<file path="src/rtl/core/tlpeq_pkg.sv">
`timescale 1ns / 1ps
// ----------------------------------------------------------------------------
// tlpeq_pkg: shared types and constants of the priority event queue
// Entry layout, kind tables, sort key and sequencer states.
// ----------------------------------------------------------------------------
package tlpeq_pkg;

    // queue size and derived widths
    localparam int QUEUE_DEPTH = 32;
    localparam int IDX_W       = $clog2(QUEUE_DEPTH);
    localparam int CNT_W       = $clog2(QUEUE_DEPTH + 1);

    // field widths
    localparam int KIND_W  = 4;
    localparam int PRIO_W  = 2;
    localparam int GROUP_W = 2;
    localparam int STAMP_W = 5;
    localparam int KEY_W   = PRIO_W + 1;

    // number of defined event kinds
    localparam logic [KIND_W-1:0] NUM_KINDS = 4'd9;

    // command codes
    localparam logic CMD_INSERT = 1'b0;
    localparam logic CMD_DRAIN  = 1'b1;

    // one queue entry as kept in memory
    typedef struct packed {
        logic [KIND_W-1:0]  kind;
        logic [PRIO_W-1:0]  prio;
        logic [GROUP_W-1:0] group;
        logic [STAMP_W-1:0] stamp;
    } t_entry;

    localparam int ENTRY_W = $bits(t_entry);

    // sequencer states
    typedef enum logic [1:0] {
        ST_IDLE,
        ST_INSERT,
        ST_DRAIN
    } t_state;

    // kind to priority table
    function automatic logic [PRIO_W-1:0] kind_priority(input logic [KIND_W-1:0] kind);
        logic [PRIO_W-1:0] p;
        case (kind)
            4'd0: p = 2'd0;
            4'd1: p = 2'd1;
            4'd2: p = 2'd2;
            4'd3: p = 2'd0;
            4'd4: p = 2'd0;
            4'd5: p = 2'd1;
            4'd6: p = 2'd1;
            4'd7: p = 2'd2;
            4'd8: p = 2'd2;
            default: p = 2'd0;
        endcase
        return p;
    endfunction

    // kind to group table
    function automatic logic [GROUP_W-1:0] kind_group(input logic [KIND_W-1:0] kind);
        logic [GROUP_W-1:0] g;
        case (kind)
            4'd0: g = 2'd0;
            4'd1: g = 2'd0;
            4'd2: g = 2'd0;
            4'd3: g = 2'd1;
            4'd4: g = 2'd2;
            4'd5: g = 2'd1;
            4'd6: g = 2'd2;
            4'd7: g = 2'd1;
            4'd8: g = 2'd2;
            default: g = 2'd0;
        endcase
        return g;
    endfunction

    // sort key: group a ahead of b and c, then lower priority first
    function automatic logic [KEY_W-1:0] sort_key(input logic [GROUP_W-1:0] group,
                                                  input logic [PRIO_W-1:0] prio);
        return {(group != '0), prio};
    endfunction

endpackage

</file>
<file path="src/rtl/core/tlpeq_ram.sv">
`timescale 1ns / 1ps
// ----------------------------------------------------------------------------
// tlpeq_ram: generic single-write, single-read memory
// One write port and one read port, read data registered.
// ----------------------------------------------------------------------------
module tlpeq_ram #(
    parameter int WIDTH = 8,
    parameter int DEPTH = 32
) (
    input  logic                     i_clk,
    input  logic                     i_we,
    input  logic [$clog2(DEPTH)-1:0] i_waddr,
    input  logic [WIDTH-1:0]         i_wdata,
    input  logic [$clog2(DEPTH)-1:0] i_raddr,
    output logic [WIDTH-1:0]         o_rdata
);

    logic [WIDTH-1:0] r_mem [DEPTH];
    logic [WIDTH-1:0] r_rdata;

    // write port
    always_ff @(posedge i_clk) begin
        if (i_we) begin
            r_mem[i_waddr] <= i_wdata;
        end
    end

    // registered read port
    always_ff @(posedge i_clk) begin
        r_rdata <= r_mem[i_raddr];
    end

    assign o_rdata = r_rdata;

endmodule

</file>
<file path="src/rtl/core/two_level_priority_event_queue_unit.sv">
`timescale 1ns / 1ps
// ----------------------------------------------------------------------------
// two_level_priority_event_queue_unit: sorted insertion event queue
// Inserts events in key order by walking the queue memory one entry per
// cycle; a drain streams the whole queue out in order and empties it.
// ----------------------------------------------------------------------------
//  channel   | handshake            | word
//  ----------+----------------------+--------------------------------------
//  command   | start, busy          | i_cmd, i_event_kind
//  result    | o_valid (strobe)     | o_out_kind, o_out_priority,
//            |                      | o_out_group, o_out_order, o_last_flag
//
//  A valid insert keeps busy high while it moves past s entries (s from 0
//  to QUEUE_DEPTH-1) and writes the new entry: one key compare and one
//  memory move per cycle. Inserts of unknown kinds or into a full queue
//  never raise busy. A drain keeps busy high while it puts out each entry
//  as one result word per cycle on o_valid; an empty drain never raises busy.
//  Synchronous active-low reset empties the queue; no clearing pass.
//  The receiver cannot stall: each result word is shown for one cycle.
// ----------------------------------------------------------------------------
module two_level_priority_event_queue_unit (
    input  logic                            i_clk,
    input  logic                            i_rst_n,
    input  logic                            start,
    output logic                            busy,
    input  logic                            i_cmd,
    input  logic [tlpeq_pkg::KIND_W-1:0]    i_event_kind,
    output logic                            o_valid,
    output logic [tlpeq_pkg::KIND_W-1:0]    o_out_kind,
    output logic [tlpeq_pkg::PRIO_W-1:0]    o_out_priority,
    output logic [tlpeq_pkg::GROUP_W-1:0]   o_out_group,
    output logic [tlpeq_pkg::STAMP_W-1:0]   o_out_order,
    output logic                            o_last_flag
);

    localparam int CNT_W = tlpeq_pkg::CNT_W;
    localparam int IDX_W = tlpeq_pkg::IDX_W;

    tlpeq_pkg::t_state r_state, n_state;
    logic [CNT_W-1:0]  r_count, n_count;
    logic [CNT_W-1:0]  r_pos, n_pos;
    tlpeq_pkg::t_entry r_new, n_new;

    // memory controls
    logic              ram_we;
    logic [IDX_W-1:0]  ram_waddr;
    tlpeq_pkg::t_entry ram_wdata;
    logic [IDX_W-1:0]  ram_raddr;
    tlpeq_pkg::t_entry ram_rdata;

    // decoded conditions
    logic              w_accept;
    logic              w_ins_ok;
    logic              w_drain_ok;
    logic              w_shift;
    logic              w_last;
    logic [CNT_W-1:0]  w_pos_m1;
    logic [CNT_W-1:0]  w_pos_m2;
    logic [CNT_W-1:0]  w_pos_p1;
    logic [CNT_W-1:0]  w_cnt_m1;
    tlpeq_pkg::t_entry w_in_entry;

    // queue memory
    tlpeq_ram #(
        .WIDTH (tlpeq_pkg::ENTRY_W),
        .DEPTH (tlpeq_pkg::QUEUE_DEPTH)
    ) u_ram (
        .i_clk   (i_clk),
        .i_we    (ram_we),
        .i_waddr (ram_waddr),
        .i_wdata (ram_wdata),
        .i_raddr (ram_raddr),
        .o_rdata (ram_rdata)
    );

    // command decode
    assign busy       = (r_state != tlpeq_pkg::ST_IDLE);
    assign w_accept   = start && !busy;
    assign w_ins_ok   = (i_cmd == tlpeq_pkg::CMD_INSERT)
                        && (i_event_kind < tlpeq_pkg::NUM_KINDS)
                        && (r_count < CNT_W'(tlpeq_pkg::QUEUE_DEPTH));
    assign w_drain_ok = (i_cmd == tlpeq_pkg::CMD_DRAIN) && (r_count != '0);

    // position arithmetic
    assign w_pos_m1 = r_pos - CNT_W'(1);
    assign w_pos_m2 = r_pos - CNT_W'(2);
    assign w_pos_p1 = r_pos + CNT_W'(1);
    assign w_cnt_m1 = r_count - CNT_W'(1);

    // entry built from the incoming word
    assign w_in_entry.kind  = i_event_kind;
    assign w_in_entry.prio  = tlpeq_pkg::kind_priority(i_event_kind);
    assign w_in_entry.group = tlpeq_pkg::kind_group(i_event_kind);
    assign w_in_entry.stamp = r_count[tlpeq_pkg::STAMP_W-1:0];

    // shared key compare: move the entry ahead of the new one back by one
    assign w_shift = (r_pos != '0)
                     && (tlpeq_pkg::sort_key(r_new.group, r_new.prio)
                         < tlpeq_pkg::sort_key(ram_rdata.group, ram_rdata.prio));

    // final word of a drain
    assign w_last = (r_pos == w_cnt_m1);

    // next state
    always_comb begin
        n_state = r_state;
        case (r_state)
            tlpeq_pkg::ST_IDLE: begin
                if (w_accept && w_ins_ok) begin
                    n_state = tlpeq_pkg::ST_INSERT;
                end else if (w_accept && w_drain_ok) begin
                    n_state = tlpeq_pkg::ST_DRAIN;
                end
            end
            tlpeq_pkg::ST_INSERT: begin
                if (!w_shift) begin
                    n_state = tlpeq_pkg::ST_IDLE;
                end
            end
            tlpeq_pkg::ST_DRAIN: begin
                if (w_last) begin
                    n_state = tlpeq_pkg::ST_IDLE;
                end
            end
            default: n_state = tlpeq_pkg::ST_IDLE;
        endcase
    end

    // datapath and outputs
    always_comb begin
        ram_we      = 1'b0;
        ram_waddr   = r_pos[IDX_W-1:0];
        ram_wdata   = r_new;
        ram_raddr   = w_pos_m2[IDX_W-1:0];
        n_pos       = r_pos;
        n_count     = r_count;
        n_new       = r_new;
        o_valid     = 1'b0;
        o_last_flag = 1'b0;
        case (r_state)
            tlpeq_pkg::ST_IDLE: begin
                // fetch the tail entry for the first compare
                ram_raddr = w_cnt_m1[IDX_W-1:0];
                if (w_accept && w_ins_ok) begin
                    n_new = w_in_entry;
                    n_pos = r_count;
                end else if (w_accept && w_drain_ok) begin
                    ram_raddr = '0;
                    n_pos     = '0;
                end
            end
            tlpeq_pkg::ST_INSERT: begin
                ram_we = 1'b1;
                if (w_shift) begin
                    ram_wdata = ram_rdata;
                    ram_raddr = w_pos_m2[IDX_W-1:0];
                    n_pos     = w_pos_m1;
                end else begin
                    ram_wdata = r_new;
                    n_count   = r_count + CNT_W'(1);
                end
            end
            tlpeq_pkg::ST_DRAIN: begin
                o_valid     = 1'b1;
                o_last_flag = w_last;
                ram_raddr   = w_pos_p1[IDX_W-1:0];
                n_pos       = w_pos_p1;
                if (w_last) begin
                    n_count = '0;
                end
            end
            default: begin
                n_count = r_count;
            end
        endcase
    end

    // result word straight from the memory read register
    assign o_out_kind     = ram_rdata.kind;
    assign o_out_priority = ram_rdata.prio;
    assign o_out_group    = ram_rdata.group;
    assign o_out_order    = ram_rdata.stamp;

    // control registers
    always_ff @(posedge i_clk) begin
        if (!i_rst_n) begin
            r_state <= tlpeq_pkg::ST_IDLE;
            r_count <= '0;
        end else begin
            r_state <= n_state;
            r_count <= n_count;
        end
    end

    // working registers
    always_ff @(posedge i_clk) begin
        r_pos <= n_pos;
        r_new <= n_new;
    end

endmodule

</file>
<file path="config.mk">
export PLATFORM = sky130hd
export DESIGN_NAME = two_level_priority_event_queue_unit
export DESIGN_NICKNAME = d
export VERILOG_FILES = /design/src/rtl/core/tlpeq_pkg.sv /design/src/rtl/core/tlpeq_ram.sv /design/src/rtl/core/two_level_priority_event_queue_unit.sv
export SDC_FILE = /design/constraint.sdc
export NUM_CORES = 1
export LEC_CHECK = 0
export BUFFER_PORTS_ARGS = -buffer_cell sky130_fd_sc_hd__buf_2
export CORE_UTILIZATION = 63
export DETAILED_ROUTE_END_ITERATION = 10
export HOLD_SLACK_MARGIN = 0.15
export PLACE_DENSITY = 0.8
export RECOVER_POWER = 25
export SYNTH_ARGS = -nofsm -noshare
export SYNTH_HDL_FRONTEND = slang
export SYNTH_SLANG_ARGS = --single-unit
</file>
<file path="constraint.sdc">
create_clock -name i_clk -period 6.1 [get_ports i_clk]
set_input_delay 0.61 -clock i_clk [delete_from_list [all_inputs] [get_ports i_clk]]
set_output_delay 0.61 -clock i_clk [all_outputs]
set_load 0.005 [all_outputs]
</file>
* Word-level counts from Yosys, hierarchy flattened
Memories as Yosys holds them, arrays and structs flattened. A register that Yosys moved wholly into a read port is not among the register bits. Cells that the tools add are included. W data, S select, Z words.
Storage, ports and cells: memory bits (read-only) 64, memories kept 3, word-level logic and storage cells 66, bits in writable memories 416, input port bits 8, bits in registers 23, output and inout port bits 16
Memory list:
- u_ram.r_mem | words 32, width 13, rd ports 1, clocked after memory_dff 1, wr ports 1, RTL line tlpeq_ram.sv:18 | logic [WIDTH-1:0] r_mem [DEPTH];
- (no name shown) | words 16, width 2, rd ports 1, clocked after memory_dff 1, wr ports 0, RTL line tlpeq_pkg.sv:65 | case (kind)
- (no name shown) | words 16, width 2, rd ports 1, clocked after memory_dff 1, wr ports 0, RTL line tlpeq_pkg.sv:47 | case (kind)
Cells by class: muxes and demuxes 22, reduce and logical (&&, ||, !) cells 20, order comparisons 3, add/subtract/negate cells 5, equal/unequal tests 7, bitwise gates (word level) 1
Operators by type and width (number):
- $mux W6 | 5
- $mux W13 | 2
- $pmux W6 S3 | 1
- $add A6 B1 Y6 const B | 2
- $pmux W6 S2 | 1
- $reduce_bool A6 Y1 | 2
- $sub A6 B1 Y6 const B | 2
- $mux W5 | 2
- $pmux W5 S2 | 1
- $reduce_and A3 Y1 | 3
- $mux W2 | 4
- $reduce_bool A2 Y1 | 4
- $logic_and A1 B1 Y1 | 7
- $eq A6 B6 Y1 | 1
- $lt A6 B6 Y1 const B | 1
- $ne A2 B2 Y1 const B | 3
- $pmux W2 S3 | 1
- $mux W1 | 5
- $sub A5 B2 Y5 const B | 1
- $lt A4 B4 Y1 const B | 1
- $lt A3 B3 Y1 | 1
- $ne A3 B3 Y1 const B | 1
- $reduce_bool A3 Y1 | 1
- $eq A2 B1 Y1 const B | 1
- 5 further kinds | 5

* Logic depth before layout (Yosys ltp)
word-level depth 7, gate-level depth with buffers 14

* Modules after synthesis
Synthesis repeated with hierarchy kept, for this count alone.
Second synthesis, totals: cells, all modules 1156, area total of the unflattened synthesis 18844.3 um^2
By module, submodules not included:
- tlpeq_ram | area an instance 16728.5 um^2, times used 1, cells an instance 936
- two_level_priority_event_queue_unit | area an instance 2115.8 um^2, times used 1, cells an instance 220

* Worst setup path before layout
Ideal clock, no wire load.
kind input to register, from input i_event_kind[0] in the netlist's numbering, to register r_pos[0] (enable), data arrival time 3.891 ns, required time 5.721 ns, setup slack 1.830 ns, cell stages on the path 6, buffers on the path 0, cell sequence inv_1 > ha_1 > nand2b_1 > a2111oi_1 > nor2_1 > a211oi_1
Between the ends: word-level cells in the longest chain between the ends 6
RTL lines:
- from (decl) | RTL line two_level_priority_event_queue_unit.sv:27 | input logic [tlpeq_pkg::KIND_W-1:0] i_event_kind,
- $lt A4 B4 Y1 | RTL line two_level_priority_event_queue_unit.sv:80 | && (i_event_kind < tlpeq_pkg::NUM_KINDS)
- $logic_and A1 B1 Y1 | RTL line two_level_priority_event_queue_unit.sv:80
- $logic_and A1 B1 Y1 | RTL line two_level_priority_event_queue_unit.sv:81 | && (r_count < CNT_W'(tlpeq_pkg::QUEUE_DEPTH));
- $logic_and A1 B1 Y1 | RTL line two_level_priority_event_queue_unit.sv:144 | if (w_accept && w_ins_ok) begin
- $ne A3 B3 Y1 (no line)
- $reduce_and A3 Y1 (no line)
- to (signal assigned) | RTL line two_level_priority_event_queue_unit.sv:197 | r_pos <= n_pos;
- to (decl) | RTL line two_level_priority_event_queue_unit.sv:41 | logic [CNT_W-1:0] r_pos, n_pos;
Every way passes these cells. A chain may end at the register's enable or synchronous reset.

* Worst setup path in the final report
from register r_count[0], to register u_ram.r_rdata[9] (netlist: u_ram.o_rdata[9]), read port of u_ram.r_mem
Between the ends: word-level cells in the longest chain between the ends 6, elaborated cells between the ends (all ways) 10, classes of those cells add/sub (1); order compare (1); mux (3); reduce/logical (5)
RTL lines:
- from (decl) | RTL line two_level_priority_event_queue_unit.sv:40 | logic [CNT_W-1:0] r_count, n_count;
- from (signal assigned) | RTL line two_level_priority_event_queue_unit.sv:191 | r_count <= n_count;
- branches (longest 4 deep; another with $sub A6 B1 Y6)
- $mux W5 * | RTL line two_level_priority_event_queue_unit.sv:144
- $pmux W5 S2 * | RTL line two_level_priority_event_queue_unit.sv:140 | case (r_state)
- to (decl) | RTL line tlpeq_ram.sv:19 | logic [WIDTH-1:0] r_rdata;
Every way passes the cells marked *.

==> results.py <==
metrics = {
    "status": {
        "status": "complete, no violations",
    },
    "timing": {
        "finClkSkew_ps": 13.7,
        "final-hold-violation-count": 0,
        "tightest_slew_ps": 1340,
        "tns_ps": 0,
        "period_needed_ps": 4300,
        "setup_viol": 0,
        "final_max_slew_viol_count": 0,
        "clock.fmax_mhz": 232,
        "relSlewSlack": 0.106,
        "post-route-period-util": 0.705,
        "rsz0062_at_grt": "false",
    },
    "global_route": {
        "grt_overflow": 0,
        "grt_max_degree": 83,
        "grt_pass1_vias": 11300,
        "grt_pass1_wl_um": 70000,
        "antenna_found_initial": 0,
        "groute.usage.overall": 0.313,
    },
    "drt": {
        "wirelength_um": 46600,
        "vias": 11800,
        "wl_per_cell_um": 26.3,
        "first_pass_iters": 8,
        "drc_errors": 0,
        "ant_nets": 0,
        "first_iter_violations": 1623,
        "routed_via_density": 6.64,
    },
    "cells_and_area": {
        "n_fill_cell": 1784,
        "ff_latch_area_um2": 13500,
        "multi_input_area_um2": 4800,
        "drive_gt1_frac": 0.102,
        "post-route-util": 0.718,
        "syn2layout_area_growth_pct": 11.1,
        "nets": 1380,
        "fin_cells": 1772,
    },
    "synth": {
        "avgSynthCellArea_um2": 14.2,
        "yosys_register_bits": 456,
        "synth_common_cells": "edfxtp_1 (435), nand2_1 (249), mux2i_1 (85)",
        "synth.area.top_cells": "edfxtp_1 (70%), nand2_1 (5.0%), mux2i_1 (4.6%)",
        "netlist_instances": 1320,
        "async_flop_share": 0,
        "yosysUniqueCellTypes": 60,
        "synthFlopType": "edfxtp_1",
        "synth-edff-count": 435,
        "syn-cell-area_um2": 18700,
        "yosysMostFrequentCell": "edfxtp_1",
        "synth_top_area_frac": 0.699,
        "yosysSeqAreaShare": 0.722,
        "synth_warnings": 0,
        "synth_area_leader_cell": "edfxtp_1",
        "synth.net_count": 1349,
    },
    "clocking": {
        "cts_tree": "yes",
        "cts_sinks": 456,
        "postCtsSetupRepairBufs": 0,
        "htreeDepth": 2,
        "cts_buffers": 45,
        "insertion_delay_ps": 550,
        "cts_resized": 0,
        "clkTransAtPathRegs_ps": 60,
        "root_buffer": "clkbuf_16",
        "postCtsHoldBufs": 0,
        "cts_buffer_depth": 3,
    },
    "power": {
        "max-vdd-ir-drop_v": 0.000296,
        "powerDensity_nw_per_um2": 378,
        "p_total_mw": 7.84,
        "p_leak_nw": 6.77,
    },
    "critical_path": {
        "cp.required_ps": 6520,
        "critical_path_arrival_ps": 4720,
        "startpoint_type": "flip-flop",
        "rr_worst_depth": 10,
        "cp-end-kind": "flip-flop",
        "crit_type": "flip-flop to flip-flop",
        "r2r-end": "u_ram.o_rdata[9]",
        "r2r-start": "r_count[0]",
        "worst-path-max-fanout": 27,
        "rrSetupSlack_ps": 1800,
    },
    "hold_path": {
        "hp-class": "primary input to flip-flop",
        "hold_start": "i_rst_n",
        "min_path_cells": 3,
        "worstHoldEndpoint": "r_state[1]",
    },
    "die": {
        "core_um2": 28900,
        "pin_count": 24,
        "dieArea_um2": 30400,
        "initial_utilization": 0.646,
        "die_w_um": 174,
        "die-height_um": 174,
        "num_rows": 62,
    },
    "placement": {
        "port_buffers": 23,
        "gp_routability_congestion": 0.887,
        "numPlacedInstances": 1688,
        "hpwl_um": 27800,
    },
    "flow_run": {
        "cap_violations": 0,
    },
}
==> through the flow <==
| step | setup WS, ps | area, um^2 | hold WS (ps) |
|---|---|---|---|
| floorplan | 1830 | 18700 | 403 |
| global placement | 2140 | 19300 | 476 |
| detailed placement | 1960 | 19300 | 498 |
| CTS | 1940 | 20800 | 316 |
| global route | 1750 | 20800 | 388 |
| finish | 1800 | 20800 | 371 |
==> logic make-up after synthesis <==
family | share of synthesized area
xor+xnor | 0.0121
fa+ha+maj | 0.0141
compound gates | 0.0780
simple gates | 0.0947
flops | 0.722
buf+inv | 0.0232
mux | 0.0564
==> placed cells by master (no fill, tap or decap), types with 20 or more instances in the layout <==
cell type  instances
clkbuf_1          31
a31oi_1           20
clkbuf_16         47
nand3_1           54
a2111oi_0         22
nand2_1          248
mux2i_1           85
nor2_1            49
buf_4             24
dfxtp_1           21
nor4_1            31
a21oi_1           56
ha_1              21
edfxtp_1         435
a32oi_1           21
o22ai_1           23
==> sequential cells by signal, indices dropped and copies added, names as in the netlist <==
| signal | flops |
|---|---|
| r_pos | 6 |
| r_count | 6 |
| r_state | 2 |
| u_ram.r_mem | 416 |
| u_ram.o_rdata | 13 |
| r_new | 13 |
==> where the power goes <==
group / total [mW] / switching (mW) / internal (mW)
sequential: 3.67 / 0.104 / 3.57
clock: 2.92 / 1.14 / 1.78
combinational: 1.25 / 0.869 / 0.382
==> routing by layer <==
metal  GRT usage  up-vias  share of wire  wire length, um
li1            -     5069              -                -
met1       0.431     5802           0.38            17700
met2       0.503      757           0.48            22300
met3      0.0586      136           0.11             4910
met4       0.111        0          0.034             1600
met5           0        -              0                0
==> worst max path at each step <==
stage | endpoint | cells past startpoint | startpoint
final | u_ram.o_rdata[9] | 10 | r_count[0]
after global routing | u_ram.o_rdata[9] | 10 | r_count[0]
after CTS | u_ram.o_rdata[2] | 11 | r_count[0]
after detailed placement | u_ram.o_rdata[9] | 10 | r_count[0]
after global placement | u_ram.o_rdata[9] | 10 | r_count[0]
after floorplan | r_pos[0] | 6 | i_event_kind[0]
==> critical path, stage by stage, from the launching register on <==
cell       delay [ps]
dfxtp_1           520
inv_1             160
ha_1              290
nand2_1           100
a2bb2oi_1         600
o21ai_4           380
nor2_2            980
buf_4             410
a32oi_1           150
a31oi_1           460
nor4_1            120
==> cell type report <==
cell class	count	share of cell area
Multi-Input combinational cell	767	0.231
Clock buffer	57	0.0599
Inverter	17	0.00307
Tap cell	384	0.0231
Clock inverter	25	0.0154
Antenna cell	2	0.000241
Timing Repair Buffer	64	0.0176
Sequential cell	456	0.649
Power figures use the tool's default switching activity.
